`src/design/sdi12_pkg.sv`:
```
// ----------------------------------------------------------------------------
// sdi12_pkg
// Shared types, request codes and constants for the SDI-12 line transceiver.
// ----------------------------------------------------------------------------
package sdi12_pkg;

   // Receive ring geometry
   localparam int RING_DEPTH = 64;
   localparam int RING_AW    = (RING_DEPTH > 1) ? $clog2(RING_DEPTH) : 1;
   localparam int FILL_W     = 6;

   localparam int CHAR_W  = 7;
   localparam int TICK_W  = 16;
   localparam int FRAME_W = 10;
   localparam int BIT_W   = 4;
   localparam int CSR_IW  = 2;

   // Host request codes
   typedef enum logic [3:0] {
      REQ_TICK    = 4'd0,
      REQ_WAKE    = 4'd1,
      REQ_SEND    = 4'd2,
      REQ_LISTEN  = 4'd3,
      REQ_HOLD    = 4'd4,
      REQ_DISABLE = 4'd5,
      REQ_READ    = 4'd6,
      REQ_PEEK    = 4'd7,
      REQ_FLUSH   = 4'd8
   } req_code_type;

   // Line modes as reported
   localparam logic [1:0] MODE_HOLD   = 2'd0;
   localparam logic [1:0] MODE_TX     = 2'd1;
   localparam logic [1:0] MODE_LISTEN = 2'd2;
   localparam logic [1:0] MODE_OFF    = 2'd3;

   // Configuration register indexes
   localparam logic [CSR_IW-1:0] CSR_BIT_TICKS  = 2'd0;
   localparam logic [CSR_IW-1:0] CSR_WAKE_HIGH  = 2'd1;
   localparam logic [CSR_IW-1:0] CSR_WAKE_LOW   = 2'd2;

   localparam logic [TICK_W-1:0] BIT_TICKS_RST = 16'd830;
   localparam logic [TICK_W-1:0] WAKE_HIGH_RST = 16'd12100;
   localparam logic [TICK_W-1:0] WAKE_LOW_RST  = 16'd8400;

   typedef struct packed {
      logic [TICK_W-1:0] bit_ticks;
      logic [TICK_W-1:0] wake_high;
      logic [TICK_W-1:0] wake_low;
   } line_cfg_type;

   typedef struct packed {
      logic              tick;
      logic              line;
      logic              listen;
      logic              wake;
      logic              send;
      logic              rx_abort;
      logic [CHAR_W-1:0] tx_char;
   } line_cmd_type;

   typedef struct packed {
      logic busy;
      logic level;
   } line_stat_type;

   typedef struct packed {
      logic              valid;
      logic [CHAR_W-1:0] data;
   } line_push_type;

   // Start bit high, data+even parity LSB first with 1 driven low, stop low
   function automatic logic [FRAME_W-1:0] build_frame(input logic [CHAR_W-1:0] c);
      logic [CHAR_W:0]    d;
      logic [FRAME_W-1:0] f;
      d = {^c, c};
      f = '0;
      f[0] = 1'b1;
      f[CHAR_W+1:1] = ~d;
      return f;
   endfunction

endpackage

```
`src/design/sdi12_ring_ram.sv`:
```
// ----------------------------------------------------------------------------
// sdi12_ring_ram
// Receive ring storage: one write port, one read port with registered data.
// ----------------------------------------------------------------------------
module sdi12_ring_ram
   import sdi12_pkg::*;
(
   input  logic               clock,
   input  logic               wr_en,
   input  logic [RING_AW-1:0] wr_addr,
   input  logic [CHAR_W-1:0]  wr_data,
   input  logic               rd_en,
   input  logic [RING_AW-1:0] rd_addr,
   output logic [CHAR_W-1:0]  rd_data
);

   logic [CHAR_W-1:0] mem [RING_DEPTH];
   logic [CHAR_W-1:0] rd_data_ff;

   always_ff @(posedge clock) begin
      if (wr_en) begin
         mem[wr_addr] <= wr_data;
      end
      if (rd_en) begin
         rd_data_ff <= mem[rd_addr];
      end
   end

   assign rd_data = rd_data_ff;

endmodule

```
`src/design/sdi12_line_engine.sv`:
```
// ----------------------------------------------------------------------------
// sdi12_line_engine
// Bit timing for wake break, frame transmit and character receive.
// ----------------------------------------------------------------------------
module sdi12_line_engine
   import sdi12_pkg::*;
(
   input  logic          clock,
   input  logic          reset,
   input  line_cfg_type  cfg,
   input  line_cmd_type  cmd,
   output line_stat_type stat,
   output line_push_type push
);

   typedef enum logic [1:0] {
      TX_IDLE    = 2'd0,
      TX_WAKE_HI = 2'd1,
      TX_WAKE_LO = 2'd2,
      TX_FRAME   = 2'd3
   } tx_phase_type;

   localparam logic [BIT_W-1:0] TX_LAST_BIT = BIT_W'(FRAME_W - 1);
   localparam logic [BIT_W-1:0] RX_STOP_BIT = 4'd9;

   tx_phase_type       tx_phase_ff, tx_phase_in;
   logic [FRAME_W-1:0] tx_frame_ff, tx_frame_in;
   logic [BIT_W-1:0]   tx_idx_ff,   tx_idx_in;
   logic [TICK_W-1:0]  tx_timer_ff, tx_timer_in;
   logic               rx_active_ff, rx_active_in;
   logic [BIT_W-1:0]   rx_idx_ff,   rx_idx_in;
   logic [TICK_W-1:0]  rx_timer_ff, rx_timer_in;
   logic [CHAR_W-1:0]  rx_shift_ff, rx_shift_in;

   always_comb begin
      tx_phase_in  = tx_phase_ff;
      tx_frame_in  = tx_frame_ff;
      tx_idx_in    = tx_idx_ff;
      tx_timer_in  = tx_timer_ff;
      rx_active_in = rx_active_ff;
      rx_idx_in    = rx_idx_ff;
      rx_timer_in  = rx_timer_ff;
      rx_shift_in  = rx_shift_ff;
      push         = '0;
      push.data    = rx_shift_ff;

      if (cmd.tick) begin
         // transmit side
         if (tx_phase_ff != TX_IDLE) begin
            if (tx_timer_ff <= 16'd1) begin
               tx_timer_in = '0;
               unique case (tx_phase_ff)
                  TX_WAKE_HI: begin
                     tx_phase_in = TX_WAKE_LO;
                     tx_timer_in = cfg.wake_low;
                  end
                  TX_WAKE_LO: begin
                     tx_phase_in = TX_IDLE;
                  end
                  TX_FRAME: begin
                     if (tx_idx_ff >= TX_LAST_BIT) begin
                        tx_phase_in = TX_IDLE;
                        tx_idx_in   = '0;
                     end else begin
                        tx_idx_in   = tx_idx_ff + 4'd1;
                        tx_timer_in = cfg.bit_ticks;
                     end
                  end
                  default: begin
                     tx_phase_in = TX_IDLE;
                  end
               endcase
            end else begin
               tx_timer_in = tx_timer_ff - 16'd1;
            end
         end

         // receive side
         if (!cmd.listen) begin
            rx_active_in = 1'b0;
         end else if (!rx_active_ff) begin
            if (cmd.line) begin
               rx_active_in = 1'b1;
               rx_idx_in    = '0;
               rx_shift_in  = '0;
               rx_timer_in  = {1'b0, cfg.bit_ticks[TICK_W-1:1]};
            end
         end else if (rx_timer_ff <= 16'd1) begin
            rx_timer_in = '0;
            for (int j = 0; j < CHAR_W; j++) begin
               if (rx_idx_ff == BIT_W'(j + 1)) begin
                  rx_shift_in[j] = ~cmd.line;
               end
            end
            if (rx_idx_ff >= RX_STOP_BIT) begin
               push.valid   = 1'b1;
               rx_active_in = 1'b0;
               rx_idx_in    = '0;
            end else begin
               rx_idx_in   = rx_idx_ff + 4'd1;
               rx_timer_in = cfg.bit_ticks;
            end
         end else begin
            rx_timer_in = rx_timer_ff - 16'd1;
         end
      end else begin
         if (cmd.wake) begin
            tx_phase_in = TX_WAKE_HI;
            tx_timer_in = cfg.wake_high;
         end
         if (cmd.send) begin
            tx_phase_in = TX_FRAME;
            tx_frame_in = build_frame(cmd.tx_char);
            tx_idx_in   = '0;
            tx_timer_in = cfg.bit_ticks;
         end
         if (cmd.rx_abort) begin
            rx_active_in = 1'b0;
         end
      end
   end

   always_ff @(posedge clock) begin
      if (reset) begin
         tx_phase_ff  <= TX_IDLE;
         tx_frame_ff  <= '0;
         tx_idx_ff    <= '0;
         tx_timer_ff  <= '0;
         rx_active_ff <= 1'b0;
         rx_idx_ff    <= '0;
         rx_timer_ff  <= '0;
      end else begin
         tx_phase_ff  <= tx_phase_in;
         tx_frame_ff  <= tx_frame_in;
         tx_idx_ff    <= tx_idx_in;
         tx_timer_ff  <= tx_timer_in;
         rx_active_ff <= rx_active_in;
         rx_idx_ff    <= rx_idx_in;
         rx_timer_ff  <= rx_timer_in;
      end
      rx_shift_ff <= rx_shift_in;
   end

   assign stat.busy  = (tx_phase_ff != TX_IDLE);
   assign stat.level = (tx_phase_ff == TX_WAKE_HI) ||
                       ((tx_phase_ff == TX_FRAME) && tx_frame_ff[tx_idx_ff]);

endmodule

```
`src/design/sdi12_line_transceiver.sv`:
```
// ----------------------------------------------------------------------------
// sdi12_line_transceiver
// Inverted-logic single-wire serial line interface with receive ring.
// ----------------------------------------------------------------------------
// One request transaction is taken every clock cycle while req_ready is high;
// its response transaction is offered in the next cycle and reports the state
// after the request. The response is held in one output stage, and req_ready
// stays high while that stage is empty or being drained, so back-to-back
// traffic runs at one request per cycle. Read and peek fetch the character
// through the ring memory's registered read port. Only tick requests advance
// line timing (one tick per bit_ticks counts of a bit). The
// ring has 64 entries and holds at most 63 characters; its contents are not
// cleared at reset and no clearing pass runs, so requests are taken right
// after reset. Configuration writes are always accepted (csr_ready is tied
// high) and must only be issued while no transaction is outstanding.
// ----------------------------------------------------------------------------
module sdi12_line_transceiver
   import sdi12_pkg::*;
(
   input  logic              clock,
   input  logic              reset,

   // request channel
   input  logic              req_valid,
   output logic              req_ready,
   input  logic [3:0]        req_type,
   input  logic              req_line_in,
   input  logic [CHAR_W-1:0] req_tx_char,

   // response channel
   output logic              rsp_valid,
   input  logic              rsp_ready,
   output logic              rsp_line_high,
   output logic              rsp_drive_enable,
   output logic [CHAR_W-1:0] rsp_rx_char,
   output logic              rsp_rx_valid,
   output logic [FILL_W-1:0] rsp_fill_count,
   output logic              rsp_overflow,
   output logic              rsp_busy_res,
   output logic [1:0]        rsp_line_mode,

   // configuration write channel
   input  logic              csr_valid,
   output logic              csr_ready,
   input  logic [CSR_IW-1:0] csr_index,
   input  logic [TICK_W-1:0] csr_data
);

   // ---------------------------------------------------------------- state
   line_cfg_type       cfg_ff;
   logic [1:0]         mode_ff, mode_in;
   logic [RING_AW-1:0] rd_idx_ff, rd_idx_in;
   logic [RING_AW-1:0] wr_idx_ff, wr_idx_in;
   logic               ovf_ff, ovf_in;
   logic               rsp_valid_ff;
   logic               rx_valid_ff, rx_valid_in;

   logic               req_accept;
   logic               host_req;   // line control request (wake..disable)
   logic               ring_empty;
   logic [RING_AW-1:0] wr_idx_next;
   logic [RING_AW-1:0] rd_idx_next;
   logic [RING_AW-1:0] fill;

   line_cmd_type       line_cmd;
   line_stat_type      line_stat;
   line_push_type      line_push;

   logic               ram_wr_en;
   logic               ram_rd_en;
   logic [CHAR_W-1:0]  ram_rd_data;

   // ------------------------------------------------------------- handshake
   // Next request only when the response stage is free or drains this cycle.
   assign req_ready  = !rsp_valid_ff || rsp_ready;
   assign req_accept = req_valid && req_ready;
   assign csr_ready  = 1'b1;

   assign host_req = (req_type == REQ_WAKE)   || (req_type == REQ_SEND) ||
                     (req_type == REQ_LISTEN) || (req_type == REQ_HOLD) ||
                     (req_type == REQ_DISABLE);

   // ------------------------------------------------------------- line engine
   always_comb begin
      line_cmd          = '0;
      line_cmd.line     = req_line_in;
      line_cmd.tx_char  = req_tx_char;
      line_cmd.listen   = (mode_ff == MODE_LISTEN);
      line_cmd.tick     = req_accept && (req_type == REQ_TICK);
      // line control is ignored while a wake or frame is running
      line_cmd.wake     = req_accept && !line_stat.busy && (req_type == REQ_WAKE);
      line_cmd.send     = req_accept && !line_stat.busy && (req_type == REQ_SEND);
      line_cmd.rx_abort = req_accept && !line_stat.busy && host_req;
   end

   sdi12_line_engine u_line (
      .clock (clock),
      .reset (reset),
      .cfg   (cfg_ff),
      .cmd   (line_cmd),
      .stat  (line_stat),
      .push  (line_push)
   );

   // -------------------------------------------------------------- ring control
   assign wr_idx_next = (wr_idx_ff == RING_AW'(RING_DEPTH - 1)) ? '0 :
                        wr_idx_ff + RING_AW'(1);
   assign rd_idx_next = (rd_idx_ff == RING_AW'(RING_DEPTH - 1)) ? '0 :
                        rd_idx_ff + RING_AW'(1);
   assign ring_empty  = (rd_idx_ff == wr_idx_ff);

   // A completed character is written only when the ring has room; the push
   // and a host read never share a cycle, so no forwarding is needed.
   assign ram_wr_en = line_push.valid && (wr_idx_next != rd_idx_ff);
   assign ram_rd_en = req_accept && ((req_type == REQ_READ) || (req_type == REQ_PEEK));

   always_comb begin
      mode_in     = mode_ff;
      rd_idx_in   = rd_idx_ff;
      wr_idx_in   = wr_idx_ff;
      ovf_in      = ovf_ff;
      rx_valid_in = rx_valid_ff;

      if (line_push.valid) begin
         if (ram_wr_en) begin
            wr_idx_in = wr_idx_next;
         end else begin
            ovf_in = 1'b1;
         end
      end

      if (req_accept) begin
         rx_valid_in = 1'b0;
         unique case (req_type)
            REQ_WAKE, REQ_SEND: begin
               if (!line_stat.busy) mode_in = MODE_TX;
            end
            REQ_LISTEN: begin
               if (!line_stat.busy) mode_in = MODE_LISTEN;
            end
            REQ_HOLD: begin
               if (!line_stat.busy) mode_in = MODE_HOLD;
            end
            REQ_DISABLE: begin
               if (!line_stat.busy) mode_in = MODE_OFF;
            end
            REQ_READ: begin
               ovf_in      = 1'b0;
               rx_valid_in = !ring_empty;
               if (!ring_empty) rd_idx_in = rd_idx_next;
            end
            REQ_PEEK: begin
               rx_valid_in = !ring_empty;
            end
            REQ_FLUSH: begin
               rd_idx_in = '0;
               wr_idx_in = '0;
               ovf_in    = 1'b0;
            end
            default: begin
               // tick and unused codes: nothing here
            end
         endcase
      end
   end

   sdi12_ring_ram u_ring (
      .clock   (clock),
      .wr_en   (ram_wr_en),
      .wr_addr (wr_idx_ff),
      .wr_data (line_push.data),
      .rd_en   (ram_rd_en),
      .rd_addr (rd_idx_ff),
      .rd_data (ram_rd_data)
   );

   // ------------------------------------------------------------- registers
   always_ff @(posedge clock) begin
      if (reset) begin
         cfg_ff.bit_ticks <= BIT_TICKS_RST;
         cfg_ff.wake_high <= WAKE_HIGH_RST;
         cfg_ff.wake_low  <= WAKE_LOW_RST;
         mode_ff          <= MODE_OFF;
         rd_idx_ff        <= '0;
         wr_idx_ff        <= '0;
         ovf_ff           <= 1'b0;
         rx_valid_ff      <= 1'b0;
         rsp_valid_ff     <= 1'b0;
      end else begin
         if (csr_valid && csr_ready) begin
            unique case (csr_index)
               CSR_BIT_TICKS: cfg_ff.bit_ticks <= csr_data;
               CSR_WAKE_HIGH: cfg_ff.wake_high <= csr_data;
               CSR_WAKE_LOW:  cfg_ff.wake_low  <= csr_data;
               default: begin
                  // writes past the register list are dropped
               end
            endcase
         end
         mode_ff     <= mode_in;
         rd_idx_ff   <= rd_idx_in;
         wr_idx_ff   <= wr_idx_in;
         ovf_ff      <= ovf_in;
         rx_valid_ff <= rx_valid_in;
         if (req_accept) begin
            rsp_valid_ff <= 1'b1;
         end else if (rsp_ready) begin
            rsp_valid_ff <= 1'b0;
         end
      end
   end

   // -------------------------------------------------------------- response
   // State changes only on an accepted request, so the pending response is
   // read straight from the state registers.
   assign fill = wr_idx_ff - rd_idx_ff + ((wr_idx_ff < rd_idx_ff) ?
                 RING_AW'(RING_DEPTH) : '0);

   assign rsp_valid        = rsp_valid_ff;
   assign rsp_line_high    = line_stat.level;
   assign rsp_drive_enable = (mode_ff == MODE_HOLD) || (mode_ff == MODE_TX);
   assign rsp_rx_char      = rx_valid_ff ? ram_rd_data : '0;
   assign rsp_rx_valid     = rx_valid_ff;
   assign rsp_fill_count   = FILL_W'(fill);
   assign rsp_overflow     = ovf_ff;
   assign rsp_busy_res     = line_stat.busy;
   assign rsp_line_mode    = mode_ff;

   // ------------------------------------------------------------ assertions
`ifndef NO_ASSERTIONS
   // the line is never shown high while released
   a_level_needs_drive: assert property (@(posedge clock) disable iff (reset)
      !rsp_drive_enable |-> !rsp_line_high)
      else $error("line high while not driven");

   // a wake or frame only runs in transmitting mode
   a_busy_in_tx: assert property (@(posedge clock) disable iff (reset)
      rsp_busy_res |-> (rsp_line_mode == MODE_TX))
      else $error("busy outside transmitting mode");

   // overflow is raised only by a tick that completes a character
   a_ovf_from_tick: assert property (@(posedge clock) disable iff (reset)
      $rose(ovf_ff) |-> $past(line_push.valid))
      else $error("overflow set without a received character");

   // a found character never leaves the ring apparently empty on peek
   a_peek_keeps_fill: assert property (@(posedge clock) disable iff (reset)
      (req_accept && (req_type == REQ_PEEK)) |=> (rsp_rx_valid == (rsp_fill_count != '0)))
      else $error("peek result disagrees with fill count");
`endif

endmodule
```
`config.mk`:
```
export PLATFORM = sky130hd
export DESIGN_NAME = sdi12_line_transceiver
export DESIGN_NICKNAME = d
export VERILOG_FILES = /design/src/design/sdi12_pkg.sv /design/src/design/sdi12_ring_ram.sv /design/src/design/sdi12_line_engine.sv /design/src/design/sdi12_line_transceiver.sv
export SDC_FILE = /design/constraint.sdc
export NUM_CORES = 1
export LEC_CHECK = 0
export BUFFER_PORTS_ARGS = -buffer_cell sky130_fd_sc_hd__buf_2
export CORE_AREA = 10 10 279 281
export DETAILED_ROUTE_END_ITERATION = 12
export DIE_AREA = 0 0 289 291
export MAX_ROUTING_LAYER = met4
export SLEW_MARGIN = 10
export SYNTH_ARGS = -nofsm -noshare
export SYNTH_HDL_FRONTEND = slang
export SYNTH_HIERARCHICAL = 1
export SYNTH_SLANG_ARGS = --single-unit
```
`constraint.sdc`:
```
create_clock -name clock -period 3.8 [get_ports clock]
set_input_delay 0.38 -clock clock [delete_from_list [all_inputs] [get_ports clock]]
set_output_delay 0.38 -clock clock [all_outputs]
set_load 0.02 [all_outputs]
```
==> flow_summary.json, run 1 <==
{
  "power_frac_comb_pct": 3.3,
  "syn2layout_area_growth_pct": 15.7,
  "yosysTopAreaCell": "edfxtp_1",
  "leakage_nw": 9.20,
  "cts_tree": "yes",
  "ys_types": 83,
  "synthXorXnorAreaFrac_pct": 1.26,
  "hold_class": "input pin to flip-flop",
  "final_cells": 2851,
  "synth_warnings": 6,
  "row_count": 99,
  "grt_util_met3_pct": 2.38,
  "cpMostUsedCell": "buf_4",
  "max_freq_ghz": 0.279,
  "wirelength_um": 64000,
  "vias_per_cell": 5.49,
  "postRouteAntennaNets": 0,
  "netlist.area_leader.share_pct": 55.4,
  "required_ps": 4010,
  "syn_area_um2": 25000,
  "slew_headroom_pct": 14.6,
  "grt_first_pass_wirelength_um": 97600,
  "synth_adder_area_share_pct": 1.03,
  "synth_top_family_by_area": "multiplexers",
  "synth_most_common_cell": "edfxtp_1",
  "finish.utilization_pct": 40.0,
  "antenna_found_initial": 1,
  "hold_viol_final": 0,
  "critPathKind": "flip-flop to flip-flop",
  "seqPwrFrac_pct": 51.2,
  "power_switching_w": 0.00282,
  "core_area_um2": 72300,
  "first_iter_violations": 1559,
  "path_cells": "or4_4 -> nor4_4 -> nand2_1 -> nor3_2 -> inv_1 -> a21oi_4 -> buf_4 -> nand4_1 -> buf_4 -> nor2_1",
  "skew_ps": 101,
  "wl_per_cell_um": 22.4,
  "synth_compound_area_share_pct": 8.32,
  "finalWeightedCongestion": 0.910,
  "drive_above_1_share_pct": 21.0,
  "cts_buffers": 59,
  "vdd_drop_max_v": 0.000335,
  "io_buffer_count": 56,
  "synth_seq_cells": 579,
  "pwr-share-clk_pct": 45.5,
  "grt_usage_pct": 15.3,
  "final_nets": 1896,
  "synth-edff-count": 462,
  "period_share_pct": 94.3,
  "finalSetupViolations": 0,
  "drc_errors": 0,
  "synthSimpleGateAreaFrac_pct": 10.2,
  "placedCellCount": 2720,
  "cp-end-kind": "flip-flop",
  "maxCapViolCount": 0,
  "ys_top_cells_by_area": "edfxtp_1 (55%), mux4_2 (10%), dfxtp_1 (9.4%), nand2_1 (2.3%), nor2_1 (2.1%)",
  "clkTransAtPathRegs_ps": 70,
  "die_h_um": 291,
  "p_int_w": 0.0105,
  "h-tree-depth": 2,
  "muxShareOfSynthArea_pct": 11.9,
  "vias": 15700,
  "p_sw_share_pct": 21.2,
  "syn-mean-instance-area_um2": 14.4,
  "final_area_um2": 28900,
  "synth_cells": 1740,
  "ios": 58,
  "drtPass1Iterations": 8,
  "grt_pass1_vias": 15600,
  "die_area_um2": 84100,
  "die_w_um": 289,
  "initial_utilization_pct": 34.6,
  "synth_flop_cell": "edfxtp_1",
  "async_flop_share_pct": 0,
  "critPathMaxStageDelay_ps": 600,
  "crit_arrival_ps": 3790,
  "post_cts_buffers": 0,
  "grt_max_degree": 81,
  "grt_use_met1_pct": 20.2,
  "startpoint_type": "flip-flop",
  "crit_fanout": 9,
  "cts-root-buf": "clkbuf_16",
  "clk-insertion-delay-late_ps": 670,
  "power_density_nw_per_um2": 460,
  "outcome": "finished clean",
  "slew_violations": 0,
  "worst_slew_pin_slew_ps": 1280,
  "top_usage_layer": "met2",
  "critPathSlowestCell": "or4_4",
  "dp_hpwl_um": 41400,
  "clockBufferDepth": 3,
  "rsz0062_at_grt": "false",
  "overflow": 0,
  "cts.sinks": 579,
  "synth_common_cells": "edfxtp_1 (462), nand2_1 (152), nor2_1 (142)",
  "synth-seq-area-share_pct": 64.8,
  "syn_nets": 1795,
  "use_met2_pct": 24.4,
  "fin_crit_ps": 3580,
  "placed_cell_area_um2": 26500
}
[area by class of cell]
cell class | count | area (um2)
Fill cell | 6596 | 43400
Sequential cell | 579 | 16200
Multi-Input combinational cell | 1027 | 8320
Clock buffer | 61 | 1480
Tap cell | 959 | 1200
Timing Repair Buffer | 137 | 976
Clock inverter | 50 | 598
Inverter | 37 | 139
Antenna cell | 1 | 2.50
[power groups by stage]
stage	clock network [W]	logic [W]	registers [W]
floorplan	0	0.000308	0.00694
global route	0.00648	0.000485	0.00682
CTS	0.00619	0.000441	0.00682
detailed placement	0	0.000423	0.00695
global placement	0	0.000421	0.00695
finish	0.00607	0.000442	0.00682
[per-stage QoR]
stage | TNS [ps] | setup WS, ps | hold WS (ps) | power [W]
after floorplan | -1900 | -40.7 | 432 | 0.00724
after global placement | -6300 | -101 | 444 | 0.00737
after detailed placement | -7070 | -110 | 448 | 0.00737
after CTS | -161 | -19.0 | 0.724 | 0.0134
after global routing | 0 | 7.08 | 14.5 | 0.0138
final | 0 | 217 | 37.1 | 0.0133
[layout by cell type, fill, tap and decap left out, types with 23 or more instances in the layout]
master | Yosys | final
nor2_1 | 142 | 113
nand3b_1 | 29 | 29
dfxtp_1 | 117 | 113
buf_2 | 18 | 55
nand3_1 | 40 | 40
nor3_1 | 30 | 29
clkbuf_16 | 0 | 59
a211oi_1 | 23 | 23
buf_4 | 5 | 60
mux2i_1 | 35 | 35
mux4_2 | 114 | 114
a21oi_1 | 89 | 89
nand2_1 | 152 | 150
inv_1 | 37 | 37
edfxtp_1 | 462 | 462
o21ai_0 | 28 | 28
[flip-flops by register name (all words and copies together), names as in the netlist, 2 cells and up]
register	cells
cfg_ff	48
u_line/rx_timer_ff	16
u_line/tx_idx_ff	4
u_line/tx_frame_ff	9
u_ring/mem	448
rd_idx_ff	6
u_line/tx_timer_ff	16
u_line/tx_phase_ff	2
u_line/rx_shift_ff	7
u_line/rx_idx_ff	4
wr_idx_ff	6
rsp_line_mode	2
u_ring/rd_data	7
[path summary, 6_finish.rpt]
check                                          start                          to  slack, ps  cells after the start
setup reg to reg  u_line/rx_timer_ff[2]$_SDFFE_PP0P_  u_ring/mem[7][0]$_DFFE_PP_        220                     10
setup / recovery  u_line/rx_timer_ff[2]$_SDFFE_PP0P_  u_ring/mem[7][0]$_DFFE_PP_        220                     10
hold reg to reg              cfg_ff[20]$_SDFFE_PP0P_     cfg_ff[20]$_SDFFE_PP0P_        460                      2
hold / removal                           csr_data[4]     cfg_ff[36]$_SDFFE_PP1P_         40                      3
[what timing repair did]
item | in CTS | in global routing
gates cloned | 0 | 0
hold buffers | 19 | 0
hold endpoints to repair | 35 | 0
setup endpoints to repair | 98 | 275
gates resized for setup | 9 | 33
[logic make-up (layout without fill, tap and decap cells)]
group                      Yosys count  after routing
AOI/OAI and AO/OA                  303            303
xor gates and xnor gates            35             35
adders and majority gates           20             20
buffers and inverters              134            285
DFF                                579            579
muxes                              154            154
other                                1              2
and+or+nand+nor                    514            514
[critical path: cells and delay by family, from the launching register on]
kind                   cells  cell delay [ps]
buffers and inverters      3              610
and+or+nand+nor            6             1980
DFF                        1              380
AOI/OAI and AO/OA          1              170
[routing by layer]
| layer | share of wire (%) | wire length, um |
|---|---|---|
| met1 | 43 | 27400 |
| met3 | 6.5 | 4140 |
| met5 | 0 | 0 |
| met4 | 2.3 | 1440 |
| met2 | 48 | 31000 |
No activity file was read; power rests on OpenSTA's default activity.
==> inputs of run 2 (changes only) <==
clock period = 4.5 ns   (was 3.8 ns; I/O delays follow)
==> flow_summary.json, run 2 (synthesis gave the netlist of run 1 again) <==
{
  "n_antenna_cell": 0,
  "syn2layout_area_growth_pct": 14.0,
  "postRouteAntennaNets": 0,
  "max_freq_ghz": 0.234,
  "worst_slew_pin_slew_ps": 1230,
  "maxCapViolCount": 0,
  "cts.sinks": 579,
  "h-tree-depth": 2,
  "largest_reg_flops": 448,
  "die_h_um": 291,
  "hold_path.startpoint": "csr_data[11]",
  "crit_end": "u_ring/mem[18][5]$_DFFE_PP_",
  "required_ps": 4720,
  "initial_utilization_pct": 34.6,
  "startpoint_type": "flip-flop",
  "power_switching_w": 0.00238,
  "critPathSlowestCell": "nor2_1",
  "vias": 15700,
  "seqPwrFrac_pct": 51.2,
  "row_count": 99,
  "path_cells": "or4_4 -> nor4_4 -> nand2_1 -> nor3_1 -> inv_1 -> a21oi_4 -> nor2b_1 -> nand2_1 -> nor2_1",
  "cts_tree": "yes",
  "cp.depth": 9,
  "finish.utilization_pct": 39.4,
  "fin_crit_ps": 4280,
  "vdd_drop_max_v": 0.000337,
  "slew_headroom_pct": 18.0,
  "mostFrequentLayoutCell": "edfxtp_1",
  "clk-insertion-delay-late_ps": 670,
  "crit_family": "simple AND/OR/NAND/NOR gates",
  "p_sw_share_pct": 21.2,
  "grt_max_degree": 110,
  "rsz0062_at_grt": "true",
  "period_share_pct": 95.0,
  "outcome": "finished clean",
  "antenna_found_initial": 0,
  "die_w_um": 289,
  "crit_fanout": 9,
  "vias_per_cell": 5.58,
  "finalSetupViolations": 0,
  "cts-root-buf": "clkbuf_16",
  "power_frac_comb_pct": 3.2,
  "r2r_slack_ps": 220,
  "finalWeightedCongestion": 0.897,
  "wirelength_um": 64600,
  "first_iter_violations": 1537,
  "grt_usage_pct": 15.5,
  "cts.repair.resized": 0,
  "ios": 58,
  "skew_ps": 92.5,
  "p_int_w": 0.00887,
  "r2r-start": "u_line/rx_timer_ff[2]$_SDFFE_PP0P_",
  "path_buf_inv": 1,
  "pwr-share-clk_pct": 45.6,
  "critPathKind": "flip-flop to flip-flop",
  "drtPass1Iterations": 7,
  "wl_per_cell_um": 22.9,
  "dp_hpwl_um": 42000,
  "leakage_nw": 9.02,
  "hold_class": "input pin to flip-flop",
  "final_cell_mix": "edfxtp_1 (462), nand2_1 (152), nor2_1 (142)",
  "critPathMaxStageDelay_ps": 630,
  "slew_violations": 0,
  "fillCellCount": 6657,
  "regMostFlops": "u_ring/mem",
  "reg2reg_to": "u_ring/mem[18][5]$_DFFE_PP_",
  "final_nets": 1864,
  "grt_first_pass_wirelength_um": 98400,
  "reg2reg_depth": 9,
  "cp-end-kind": "flip-flop",
  "core_area_um2": 72300,
  "power_density_nw_per_um2": 395,
  "drive_above_1_share_pct": 18.6,
  "overflow": 0,
  "clkTransAtPathRegs_ps": 60,
  "hold_viol_final": 0,
  "cpMostUsedCell": "nand2_1",
  "cts_buffers": 59,
  "top_regs": "u_ring/mem: 448 flops, cfg_ff: 48 flops",
  "drc_errors": 0,
  "clockBufferDepth": 3,
  "crit_path_start": "u_line/rx_timer_ff[2]$_SDFFE_PP0P_",
  "fin_total_pwr_w": 0.0113,
  "grt_pass1_vias": 15600,
  "io_buffer_count": 56,
  "crit_arrival_ps": 4490,
  "die_area_um2": 84100
}
-- run 2: timing repair --
item	4_1_cts	5_1_grt
setup buffers	0	0
hold buffers	7	0
endpoints found under the setup margin	0	18
hold endpoints to repair	7	0
-- run 2: cell type report --
cell class	count	area, um2	area share [%]
sequential	579	16200	56.9
multi-input combinational	1027	8190	28.7
clock buffer	70	1560	5.46
tap	959	1200	4.21
timing repair buffer	105	681	2.39
clock inverter	41	528	1.85
inverter	37	139	0.487
-- run 2: power groups by stage --
| stage | logic, W | clock network, W | registers [W] |
|---|---|---|---|
| 2_1_floorplan | 0.000260 | 0 | 0.00586 |
| 3_3_place_gp | 0.000350 | 0 | 0.00587 |
| 3_5_place_dp | 0.000353 | 0 | 0.00587 |
| 4_1_cts | 0.000360 | 0.00523 | 0.00576 |
| 5_1_grt | 0.000399 | 0.00546 | 0.00576 |
| 6_report | 0.000363 | 0.00513 | 0.00576 |
-- run 2: worst min-delay path by stage --
stage / endpoint / depth (start not counted) / slack, ps
after floorplan: cfg_ff[1]$_SDFFE_PP0P_ / 2 / 430
after global routing: cfg_ff[40]$_SDFFE_PP1P_ / 3 / 70
after CTS: rsp_valid$_SDFFE_PP0P_ / 3 / 40
final: cfg_ff[27]$_SDFFE_PP1P_ / 3 / 70
after detailed placement: cfg_ff[30]$_SDFFE_PP0P_ / 2 / 450
after global placement: cfg_ff[23]$_SDFFE_PP0P_ / 2 / 450
-- run 2: tightest hold or removal path, cell delays in order --
cell	delay (ps)
buf_2	100
nand2_1	50
nand3b_1	70
-- run 2: routing by layer --
layer	GRT usage, %	wire length (um)	vias to the layer above
li1	-	-	6954
met1	20.5	27500	8046
met2	24.8	31500	625
met3	2.41	4230	100
met4	3.70	1370	0
met5	-	0	-
-- run 2: stage by stage --
step           hold slack, ps  setup slack, ps  instances  instance area, um2  setup TNS, ps
6_report                 72.5              224       2818               28500              0
4_1_cts                  41.9              291       2818               28500              0
2_1_floorplan             432              589       1740               25000              0
5_1_grt                  66.7            -33.7       2818               28500           -376
3_5_place_dp              448              316       2700               26400              0
3_3_place_gp              446              366       2700               26400              0
